**src/hw/rtl/assert_macros.svh**
```systemverilog
// Assertion macros used by the top-level RTL file.
`ifndef ASSERT_MACROS_SVH
`define ASSERT_MACROS_SVH
`ifndef SYNTH
`define ASSERT_IMPL(lbl, clk, rst_n, ante, cons) \
  lbl: assert property (@(posedge clk) disable iff (!rst_n) (ante) |-> (cons)) \
    else $error("assertion failed: same-cycle implication");
`define ASSERT_NEXT(lbl, clk, rst_n, ante, cons) \
  lbl: assert property (@(posedge clk) disable iff (!rst_n) (ante) |=> (cons)) \
    else $error("assertion failed: next-cycle implication");
`else
`define ASSERT_IMPL(lbl, clk, rst_n, ante, cons)
`define ASSERT_NEXT(lbl, clk, rst_n, ante, cons)
`endif
`endif

```
**src/hw/rtl/lsm_pkg.sv**
```systemverilog
// Types and constants of the line substring matcher.
package lsm_pkg;

  localparam int MAX_PATTERN = 16;
  localparam int MAX_LINE    = 1024;
  localparam int WIN_DEPTH   = MAX_PATTERN - 1;
  localparam int IDX_W       = $clog2(MAX_PATTERN);
  localparam int PLEN_W      = 5;
  localparam int LEN_W       = 10;
  localparam int NUM_W       = 16;
  localparam int REG_W       = 64;
  localparam int CFG_ADDR_W  = 2;
  localparam int IN_TDATA_W  = 8;
  localparam int OUT_TDATA_W = 32;
  localparam int FIFO_DEPTH  = 4;
  localparam int FIFO_PTR_W  = $clog2(FIFO_DEPTH);
  localparam int FIFO_CNT_W  = $clog2(FIFO_DEPTH + 1);

  localparam logic [7:0]       NEWLINE_BYTE = 8'd10;
  localparam logic [LEN_W-1:0] LEN_MAX      = LEN_W'(MAX_LINE - 1);

  typedef enum logic [CFG_ADDR_W-1:0] {
    REG_PAT_LO  = 2'd0,
    REG_PAT_HI  = 2'd1,
    REG_PAT_LEN = 2'd2
  } cfg_reg_e;

  typedef struct packed {
    logic [NUM_W-1:0] number;
    logic [LEN_W-1:0] length;
    logic             matched;
  } result_t;

  typedef struct packed {
    logic full;
    logic empty;
  } fifo_st_t;

endpackage

```
**src/hw/rtl/lsm_front.sv**
```systemverilog
// Front end: pattern registers, line window compare and per-line counters.
module lsm_front
  import lsm_pkg::*;
(
  input  logic                  clk_i,
  input  logic                  rst_ni,
  input  logic                  cfg_we_i,
  input  logic [CFG_ADDR_W-1:0] cfg_addr_i,
  input  logic [REG_W-1:0]      cfg_wdata_i,
  input  logic                  in_valid_i,
  input  logic [7:0]            in_byte_i,
  input  logic                  in_last_i,
  output logic                  in_ready_o,
  input  fifo_st_t              fifo_st_i,
  output logic                  push_o,
  output result_t               push_data_o
);

  logic [REG_W-1:0]  pat_lo_q, pat_hi_q;
  logic [PLEN_W-1:0] plen_q;
  logic [MAX_PATTERN-1:0][7:0] pat;
  logic [PLEN_W-1:0] plen_eff;

  logic [WIN_DEPTH-1:0][7:0] win_q;
  logic [IDX_W-1:0]  fill_q, fill_d;
  logic              found_q, found_d;
  logic [LEN_W-1:0]  len_q, len_d;
  logic [NUM_W-1:0]  line_q, line_d;

  logic [MAX_PATTERN-1:0][7:0] cur;
  logic match;
  logic accept, is_nl, line_end;
  logic found_new;
  logic [LEN_W-1:0] len_new;

  always_comb begin
    for (int k = 0; k < MAX_PATTERN; k++) begin
      pat[k] = (k < 8) ? pat_lo_q[8*(k%8) +: 8] : pat_hi_q[8*(k%8) +: 8];
    end
  end

  assign plen_eff = (plen_q > PLEN_W'(MAX_PATTERN)) ? PLEN_W'(MAX_PATTERN) : plen_q;

  always_comb begin
    cur[0] = in_byte_i;
    for (int k = 1; k < MAX_PATTERN; k++) begin
      cur[k] = win_q[k-1];
    end
  end

  // Lane k holds the byte k places back; it must equal pattern byte len-1-k.
  always_comb begin
    logic [PLEN_W-1:0] diff;
    match = (plen_eff != '0) && (PLEN_W'(fill_q) >= (plen_eff - PLEN_W'(1)));
    for (int k = 0; k < MAX_PATTERN; k++) begin
      diff = plen_eff - PLEN_W'(k) - PLEN_W'(1);
      if ((PLEN_W'(k) < plen_eff) && (cur[k] != pat[diff[IDX_W-1:0]])) begin
        match = 1'b0;
      end
    end
  end

  assign in_ready_o = !fifo_st_i.full;
  assign accept     = in_valid_i && in_ready_o;
  assign is_nl      = (in_byte_i == NEWLINE_BYTE);
  assign line_end   = is_nl || in_last_i;

  assign found_new = found_q || (!is_nl && match);
  assign len_new   = (is_nl || (len_q == LEN_MAX)) ? len_q : len_q + LEN_W'(1);

  assign push_o             = accept && line_end;
  assign push_data_o.matched = found_new;
  assign push_data_o.length  = len_new;
  assign push_data_o.number  = line_q;

  always_comb begin
    fill_d  = fill_q;
    found_d = found_q;
    len_d   = len_q;
    line_d  = line_q;
    if (accept) begin
      if (line_end) begin
        fill_d  = '0;
        found_d = 1'b0;
        len_d   = '0;
        line_d  = in_last_i ? '0 : line_q + NUM_W'(1);
      end else begin
        fill_d  = (fill_q == IDX_W'(WIN_DEPTH)) ? fill_q : fill_q + IDX_W'(1);
        found_d = found_new;
        len_d   = len_new;
      end
    end
  end

  always_ff @(posedge clk_i or negedge rst_ni) begin
    if (!rst_ni) begin
      pat_lo_q <= '0;
      pat_hi_q <= '0;
      plen_q   <= PLEN_W'(1);
      fill_q   <= '0;
      found_q  <= 1'b0;
      len_q    <= '0;
      line_q   <= '0;
    end else begin
      if (cfg_we_i) begin
        unique case (cfg_reg_e'(cfg_addr_i))
          REG_PAT_LO:  pat_lo_q <= cfg_wdata_i;
          REG_PAT_HI:  pat_hi_q <= cfg_wdata_i;
          REG_PAT_LEN: plen_q   <= cfg_wdata_i[PLEN_W-1:0];
          default: ;
        endcase
      end
      fill_q  <= fill_d;
      found_q <= found_d;
      len_q   <= len_d;
      line_q  <= line_d;
    end
  end

  // Window contents past fill_q are never compared.
  always_ff @(posedge clk_i) begin
    if (accept && !is_nl) begin
      win_q <= {win_q[WIN_DEPTH-2:0], in_byte_i};
    end
  end

endmodule

```
**src/hw/rtl/lsm_fifo.sv**
```systemverilog
// Result queue between the front end and the output stage.
module lsm_fifo
  import lsm_pkg::*;
(
  input  logic     clk_i,
  input  logic     rst_ni,
  input  logic     push_i,
  input  result_t  push_data_i,
  input  logic     pop_i,
  output result_t  pop_data_o,
  output fifo_st_t st_o
);

  result_t               mem_q [FIFO_DEPTH];
  logic [FIFO_PTR_W-1:0] wr_ptr_q, rd_ptr_q;
  logic [FIFO_CNT_W-1:0] cnt_q;

  assign st_o.full   = (cnt_q == FIFO_CNT_W'(FIFO_DEPTH));
  assign st_o.empty  = (cnt_q == '0);
  assign pop_data_o  = mem_q[rd_ptr_q];

  always_ff @(posedge clk_i) begin
    if (push_i) begin
      mem_q[wr_ptr_q] <= push_data_i;
    end
  end

  always_ff @(posedge clk_i or negedge rst_ni) begin
    if (!rst_ni) begin
      wr_ptr_q <= '0;
      rd_ptr_q <= '0;
      cnt_q    <= '0;
    end else begin
      if (push_i) begin
        wr_ptr_q <= wr_ptr_q + FIFO_PTR_W'(1);
      end
      if (pop_i) begin
        rd_ptr_q <= rd_ptr_q + FIFO_PTR_W'(1);
      end
      case ({push_i, pop_i})
        2'b10:   cnt_q <= cnt_q + FIFO_CNT_W'(1);
        2'b01:   cnt_q <= cnt_q - FIFO_CNT_W'(1);
        default: cnt_q <= cnt_q;
      endcase
    end
  end

endmodule

```
**src/hw/rtl/lsm_out.sv**
```systemverilog
// Output stage: registered result toward the downstream stream.
module lsm_out
  import lsm_pkg::*;
(
  input  logic     clk_i,
  input  logic     rst_ni,
  input  fifo_st_t fifo_st_i,
  input  result_t  fifo_data_i,
  output logic     pop_o,
  output logic     out_valid_o,
  output result_t  out_data_o,
  input  logic     out_ready_i
);

  logic    valid_q;
  result_t data_q;

  assign pop_o       = !fifo_st_i.empty && (!valid_q || out_ready_i);
  assign out_valid_o = valid_q;
  assign out_data_o  = data_q;

  always_ff @(posedge clk_i or negedge rst_ni) begin
    if (!rst_ni) begin
      valid_q <= 1'b0;
    end else if (pop_o) begin
      valid_q <= 1'b1;
    end else if (out_ready_i) begin
      valid_q <= 1'b0;
    end
  end

  always_ff @(posedge clk_i) begin
    if (pop_o) begin
      data_q <= fifo_data_i;
    end
  end

endmodule

```
**src/hw/rtl/line_substring_match.sv**
```systemverilog
// Top level of the per-line substring matcher.
//
//   channel   dir  transfer when              payload
//   s_axis    in   tvalid & tready            text byte, tlast = end of text
//   m_axis    out  tvalid & tready            one result per finished line
//   cfg       in   cfg_we_i                   pattern low, pattern high, length
//
// One text byte per cycle while s_axis_tready is high; the whole window compare happens in the accepting cycle.
// A result is written into the queue, then into the output register, before it shows on m_axis.
// Four results queue between front end and output register; s_axis_tready
// drops only while that queue is full.
// Reset clears all control state; no clearing pass.
`include "assert_macros.svh"

module line_substring_match
  import lsm_pkg::*;
(
  input  logic                   clk_i,
  input  logic                   rst_ni,
  input  logic                   cfg_we_i,
  input  logic [CFG_ADDR_W-1:0]  cfg_addr_i,
  input  logic [REG_W-1:0]       cfg_wdata_i,
  input  logic                   s_axis_tvalid,
  output logic                   s_axis_tready,
  // [7:0] text_byte
  input  logic [IN_TDATA_W-1:0]  s_axis_tdata,
  input  logic                   s_axis_tlast,
  output logic                   m_axis_tvalid,
  input  logic                   m_axis_tready,
  // [0] line_matched, [10:1] line_length, [26:11] line_number, rest zero
  output logic [OUT_TDATA_W-1:0] m_axis_tdata
);

  fifo_st_t fifo_st;
  logic     push, pop;
  result_t  push_data, fifo_data, out_data;

  lsm_front u_front (
    .clk_i       (clk_i),
    .rst_ni      (rst_ni),
    .cfg_we_i    (cfg_we_i),
    .cfg_addr_i  (cfg_addr_i),
    .cfg_wdata_i (cfg_wdata_i),
    .in_valid_i  (s_axis_tvalid),
    .in_byte_i   (s_axis_tdata[7:0]),
    .in_last_i   (s_axis_tlast),
    .in_ready_o  (s_axis_tready),
    .fifo_st_i   (fifo_st),
    .push_o      (push),
    .push_data_o (push_data)
  );

  lsm_fifo u_fifo (
    .clk_i       (clk_i),
    .rst_ni      (rst_ni),
    .push_i      (push),
    .push_data_i (push_data),
    .pop_i       (pop),
    .pop_data_o  (fifo_data),
    .st_o        (fifo_st)
  );

  lsm_out u_out (
    .clk_i       (clk_i),
    .rst_ni      (rst_ni),
    .fifo_st_i   (fifo_st),
    .fifo_data_i (fifo_data),
    .pop_o       (pop),
    .out_valid_o (m_axis_tvalid),
    .out_data_o  (out_data),
    .out_ready_i (m_axis_tready)
  );

  assign m_axis_tdata = OUT_TDATA_W'(out_data);

  `ASSERT_IMPL(a_no_push_full, clk_i, rst_ni, push, !fifo_st.full)
  `ASSERT_IMPL(a_no_pop_empty, clk_i, rst_ni, pop, !fifo_st.empty)
  `ASSERT_IMPL(a_last_pushes, clk_i, rst_ni, s_axis_tvalid && s_axis_tready && s_axis_tlast, push)
  `ASSERT_NEXT(a_pop_shows, clk_i, rst_ni, pop, m_axis_tvalid)

endmodule
```
**config.mk**
```make
export PLATFORM = sky130hd
export DESIGN_NAME = line_substring_match
export DESIGN_NICKNAME = d
export VERILOG_FILES = /design/src/hw/rtl/lsm_pkg.sv /design/src/hw/rtl/lsm_front.sv /design/src/hw/rtl/lsm_fifo.sv /design/src/hw/rtl/lsm_out.sv /design/src/hw/rtl/line_substring_match.sv
export VERILOG_INCLUDE_DIRS = /design/src /design/src/hw/rtl
export SDC_FILE = /design/constraint.sdc
export NUM_CORES = 1
export LEC_CHECK = 0
export ABC_AREA = 1
export BUFFER_PORTS_ARGS = -buffer_cell sky130_fd_sc_hd__buf_2
export CORE_MARGIN = 8
export CORE_UTILIZATION = 35
export CTS_BUF_LIST = sky130_fd_sc_hd__clkbuf_8 sky130_fd_sc_hd__clkbuf_16
export CTS_CLUSTER_SIZE = 16
export DETAILED_ROUTE_END_ITERATION = 16
export HOLD_SLACK_MARGIN = 0.06
export PLACE_DENSITY = 0.55
export SLEW_MARGIN = 10
export SYNTH_ARGS = -nofsm -noshare
export SYNTH_HDL_FRONTEND = slang
export SYNTH_HIERARCHICAL = 1
export SYNTH_SLANG_ARGS = --single-unit
export TNS_END_PERCENT = 10
```
**constraint.sdc**
```tcl
create_clock -name clk_i -period 6.7 [get_ports clk_i]
set_input_delay 1.005 -clock clk_i [delete_from_list [all_inputs] [get_ports clk_i]]
set_output_delay 1.005 -clock clk_i [all_outputs]
set_load 0.01 [all_outputs]
```
---- Yosys cells after proc, flatten, opt, wreduce, memory -nomap -nowiden ----
Memory sizes are Yosys's and may differ from the RTL's. A register that Yosys moved wholly into a read port is not among the register bits.
Cells that the tools add are included.
operators by class
  muxes and demuxes ....................... 60
  $add $sub $neg .......................... 37
  equal/unequal tests ..................... 25
  order comparisons ....................... 34
  reduce and logical (&&, ||, !) cells .... 40
operators with widths
  operator               count
  $bmux 8 s4             16
  $mux 8                 16
  $ne 8x8->1             16
  $lt 4x5->1 const B     16
  $sub 4x1->4 const B    15
  $lt 4x5->1 const A     8
  $sub 4x4->4 const B    8
  $logic_and 1x1->1      22
  $mux 1                 21
  $lt 3x5->1 const A     4
  $mux 10                2
  $add 16x1->16 const B  1
  $mux 16                1
  $sub 4x3->4 const B    4
  $add 10x1->10 const B  1
  $eq 10x10->1 const B   1
  $lt 1x5->1 const A     2
  $lt 2x5->1 const A     2
  $reduce_and 2->1       5
  $eq 8x4->1 const B     1
  $mux 4                 2
  $sub 4x2->4 const B    2
  $pmux 3 s2             1
  $ge 4x5->1             1
  other kinds (18)       28
storage, ports and cells
  word-level logic and storage cells ...... 223
  register bits ........................... 292
  input bits .............................. 80
  memories kept ........................... 1
  output and inout port bits .............. 34
  memory bits (writable) .................. 108
memories
  name          depth  bits a word  read ports  clocked after Yosys merged registers in  wr ports  RTL line        RTL
  u_fifo.mem_q  4      27           1           1                                        1         lsm_fifo.sv:14  result_t mem_q [FIFO_DEPTH];

---- Longest topological paths before layout ----
  depth after elaboration ................. 26
  depth in mapped cells ................... 31
  depth with buffers taken out ............ 24

---- Hierarchy ----
The synthesis kept the hierarchy.
modules (own cells, without submodules)
  module                times used  sequential area each (um^2)  area each (um^2)  cells an instance
  lsm_front             1           7,708.6                      20,270.7          3,082
  lsm_fifo              1           3,418.3                      4,742.0           363
  lsm_out               1           835.8                        855.8             32
  line_substring_match  1           0.0                          41.3              6

---- Worst setup path after synthesis ----
Ideal clock, no wire load.
  path kind ............................... input port to flip-flop
  start ................................... input s_axis_tdata[2]
  end ..................................... register u_front.len_q[5]
  arrival time ............................ 7,502 ps
  path slack .............................. -917 ps
  data required time ...................... 6,585 ps
  path buffers ............................ 0
  setup time .............................. 115 ps
  cell stages on the path ................. 6
  cell sequence ........................... inv_1 > nand4_1 > nor2_1 > nor2_1 > nand2_1 > o32ai_1
between the ends
  word-level cells in the longest chain between the ends .. 4
  elaborated cells on any way between the ends .. 5
  classes of those cells .................. eq/ne (1); mux (2); reduce/logical (2)
ends and longest elaborated chain
  element               RTL line                    RTL
  start, declared       line_substring_match.sv:26  input logic [IN_TDATA_W-1:0] s_axis_tdata,
  $eq 8x4->1 (*)        lsm_front.sv:65             assign is_nl = (in_byte_i == NEWLINE_BYTE);
  $logic_or 1x1->1      lsm_front.sv:69             assign len_new = (is_nl || (len_q == LEN_MAX)) ? len_q : len_q + LEN_W'(1);
  $mux 10               lsm_front.sv:69
  $mux 10 (*)           lsm_front.sv:82             if (line_end) begin
  end signal, assigned  lsm_front.sv:115            len_q <= len_d;
  end, declared         lsm_front.sv:27             logic [LEN_W-1:0] len_q, len_d;
Mark *: on every way between the ends. The rest lies on a longest branch, timed or not.
A chain may end at the register's enable or synchronous reset.

==> results.txt <==
- The run finished with clean final reports.
* Die Wd: 288.1 um
* Startpoint type of the worst setup path: flip-flop
- Latest clock arrival within the worst-skew pair: 0.60 ns
* Data required time of the critical path: 7.13 ns
- Number of antenna violations at the first check in global routing: 2
- The commonest cells after synthesis are sky130_fd_sc_hd__nand2_1, sky130_fd_sc_hd__nand3_1, sky130_fd_sc_hd__inv_1.
- Using the TritonRoute via totals, the vias-per-cell ratio works out to 5.422.
- Cells along the critical path: nor2_1 > nand2_2 > nand2_4 > nand2_4 > ha_1 > inv_1 > buf_4 > nand3_1 > nand3_1 > nand3_1 > nand2_1 > nand2_1 > nand2_1 > nand3_1 > nor2_1 > nand2_1 > nand2_1 > nand2_1 > nor2_1 > nand2_1 > nor2_1 > nand2_1 > nand2_1
- The largest total area in the synthesized netlist belongs to sky130_fd_sc_hd__edfxtp_1.
* Most common flop cell mapped by yosys: sky130_fd_sc_hd__edfxtp_1
- Final GP Congestion: 1.080
- Die Ht: 288.1 um
- Library cells used by synthesis: 45
- Wirelength, routed: 101.3 mm
- In this run the worst path has a maximum fanout of 55.
* Peak VDD IR: 0.0001960 V
- Clock skew: 0.02275 ns
* Detailed route wirelength on metal2: 43.19 mm
- Wire segments on met3 add up to 9.435 mm in the final route.
- Setup Crit Path Kind: reg2reg
- Of the available clock period, the critical path in the final layout requires 0.7812.
- For this design the static power due to leakage is 13.91 nW.
- Leading cell type by number of instances after synthesis: sky130_fd_sc_hd__nand2_1
* Routed len/inst: 22.45 um
- Counting the fill cells in the layout gives 7592.
- For this design the top-level I/O count stands at 114.
* Final worst path period need: 5.234 ns
- Number of setup violations in the final report: 0
- In this run the worst hold path is classified as in2async.
- Across every metal layer, demand over resource in global routing totals 0.2405.
- Of the synthesized area, sequential elements account for 0.4617.
- In the routed design, unresolved DRC markers number 0.
- TritonCTS built the clock tree.
- The slowest stage of the critical path is the sky130_fd_sc_hd__dfstp_4 cell.
- Before CTS, the worst setup slack after placement is 1.759 ns.
- Post-CTS timing repair inserted 0 buffers for setup.
- The worst setup path is captured at a flip-flop.
- Most frequent cell on the critical path: sky130_fd_sc_hd__nand2_1
* Top cells by area in the synthesized netlist: sky130_fd_sc_hd__edfxtp_1, sky130_fd_sc_hd__nand2_1, sky130_fd_sc_hd__dfrtp_1, sky130_fd_sc_hd__nand3_1, sky130_fd_sc_hd__inv_1
- After the first detailed-routing iteration, the DRC count stood at 2960.
- The tree is rooted in a sky130_fd_sc_hd__clkbuf_16.
* Final Max Slew Viols: 0
* Gate count after technology mapping: 3483
* Number of nets with antenna violations after routing: 0
- Setup total negative slack on the finished layout was measured at 0 ns.
- For this design, the CTS-stage hold fixing added 0 buffers.
- Worst-path clk slew: 0.06 ns
* Proportion of layout cells with a drive suffix above 1: 0.07255
* Pin slew with the least headroom to its limit: 1.176 ns
* Clk sink count: 427
- Max H-tree Level: 2
* Drt pass-1 iters: 6
- After legalization and detailed placement, the total HPWL measured 75.65 mm.
- DR vias: 24481
* Area growth from synthesis to layout: 11.47%
* Nets@finish: 3615
- RSZ-0062 raised after global routing: false
* Core region area: 73080 um2
* Max-slew headroom: 0.2138
- Met1 wire length: 39.57 mm
- Final Total Pwr: 11.77 mW
- First-pass GRT wire length: 148.0 mm
- Counting the buffers created by CTS gives 49.
* Total power per unit cell area: 407.4 nW/um2
- Area of the mapped netlist: 25910 um2
- The clock passes through at most 3 buffers.
- N_diodes: 0
* Share of synthesized registers carrying an async set or reset: 0.4028
- The synthesized design contains 427 register bits.
- Final setup slack of the worst path: 1.466 ns
* Effective utilization at floorplan: 0.3545
- Data arrival time of the worst path: 5.67 ns
- For this run the aggregate overflow at the end of global routing stands at 0.
- Maximum number of pins on one net before global-route repair: 120
- Endpoints failing hold: 0
- Averaged over all synthesized cells, the footprint is 7.439 um2.
- The die covers 82990 um2.
* Number of enable-type register cells in the synthesized netlist: 255
* Highest clock rate: 191.0 MHz
- Largest stage delay on the critical path: 0.86 ns
* Post-CTS resize count: 0
- The share of synthesized area in the top cell type comes to 0.2955.
- The highest layer touched by signal routing is met4.
- Number of port buffers: 108
- Vias in the first global route: 22705
* Max-capacitance violation count: 0
- Warning count from the yosys run: 6
* Std cell rows: 99
## logic make-up after synthesis
| kind of cell | after synthesis | synth area share |
|---|---|---|
| flops | 427 | 0.4617 |
| compound gates | 258 | 0.05713 |
| simple gates | 2192 | 0.3706 |
| other cells | 1 | 0.0001447 |
| buf+inv | 551 | 0.08861 |
| xor+xnor | 33 | 0.01145 |
| fa+ha+maj | 21 | 0.01033 |
## routing by layer
metal / vias up / track usage
li1: 11609 / -
met1: 11288 / 0.2957
met2: 1248 / 0.3703
met3: 336 / 0.05203
met4: 0 / 0.1777
met5: - / 0
## layout make-up
type / count / area [um2] / share of cell area
flip-flops and latches: 427 / 11970 / 0.4144
inverters: 377 / 1418 / 0.04908
clock inverters: 41 / 417.9 / 0.01447
well taps: 959 / 1200 / 0.04154
multi-input cells: 2509 / 11730 / 0.4062
clock buffers: 51 / 1254 / 0.04341
repair buffers: 151 / 894.6 / 0.03097
## power by group
part | switching [mW] | internal (mW)
Combinational | 3.68 | 1.45
Sequential | 0.456 | 3.43
Clock | 1.14 | 1.61
## final timing paths
check                                  start                    to  slack, ns  depth (start not counted)
min in group clk_i          u_front/cur[107]      u_front/cur[115]       0.47                          0
min reg2reg                 u_front/cur[107]      u_front/cur[115]       0.47                          0
max in group asynchronous             rst_ni  u_front/pat_hi_q[34]       5.21                          2
max                        u_front/plen_q[0]    u_fifo/mem_q[0][0]       1.47                         23
min                                   rst_ni  u_front/pat_hi_q[20]       0.37                          1
max reg2reg                u_front/plen_q[0]    u_fifo/mem_q[0][0]       1.47                         23
## per-stage QoR
stage               utilization  hold slack, ns  cell area, um2  std cells
floorplan                     -          0.4408           25930       3487
finish                   0.3952          0.3747           28880       4515
global placement         0.3723          0.4524           27210       4423
detailed placement       0.3723          0.4547           27210       4423
global route             0.3952          0.4107           28880       4515
CTS                      0.3952          0.3792           28880       4515
## worst max-delay path: cells and delay by family (launching register included)
| family | cells | cell delay, ns |
|---|---|---|
| fa+ha+maj | 1 | 0.28 |
| buf+inv | 2 | 0.95 |
| flops | 1 | 0.86 |
| simple gates | 20 | 2.94 |
## flip-flops by register name, summed over array words and instances, names as in the netlist
name               cells
u_front/found_q        1
u_fifo/mem_q         108
u_front/pat_hi_q      64
u_fifo/rd_ptr_q        2
u_fifo/cnt_q           3
u_front/pat_lo_q      64
u_fifo/wr_ptr_q        2
u_front/cur          120
u_front/line_q        16
u_front/fill_q         4
u_out/out_valid_o      1
u_front/plen_q         5
u_out/out_data_o      27
u_front/len_q         10
## layout by cell type, fill, tap and decap left out, types with 28 or more instances in the layout
cell and n:
sky130_fd_sc_hd__nand3b_1 59, sky130_fd_sc_hd__o211ai_1 57, sky130_fd_sc_hd__xor2_1 28, sky130_fd_sc_hd__buf_2 107, sky130_fd_sc_hd__buf_4 41, sky130_fd_sc_hd__nand3_1 839
sky130_fd_sc_hd__edfxtp_1 255, sky130_fd_sc_hd__nor2_1 71, sky130_fd_sc_hd__inv_1 379, sky130_fd_sc_hd__clkbuf_16 49, sky130_fd_sc_hd__nand2_1 1175, sky130_fd_sc_hd__dfrtp_1 170
sky130_fd_sc_hd__o21ai_0 163
Note: power is estimated with default switching activity, not from simulation.
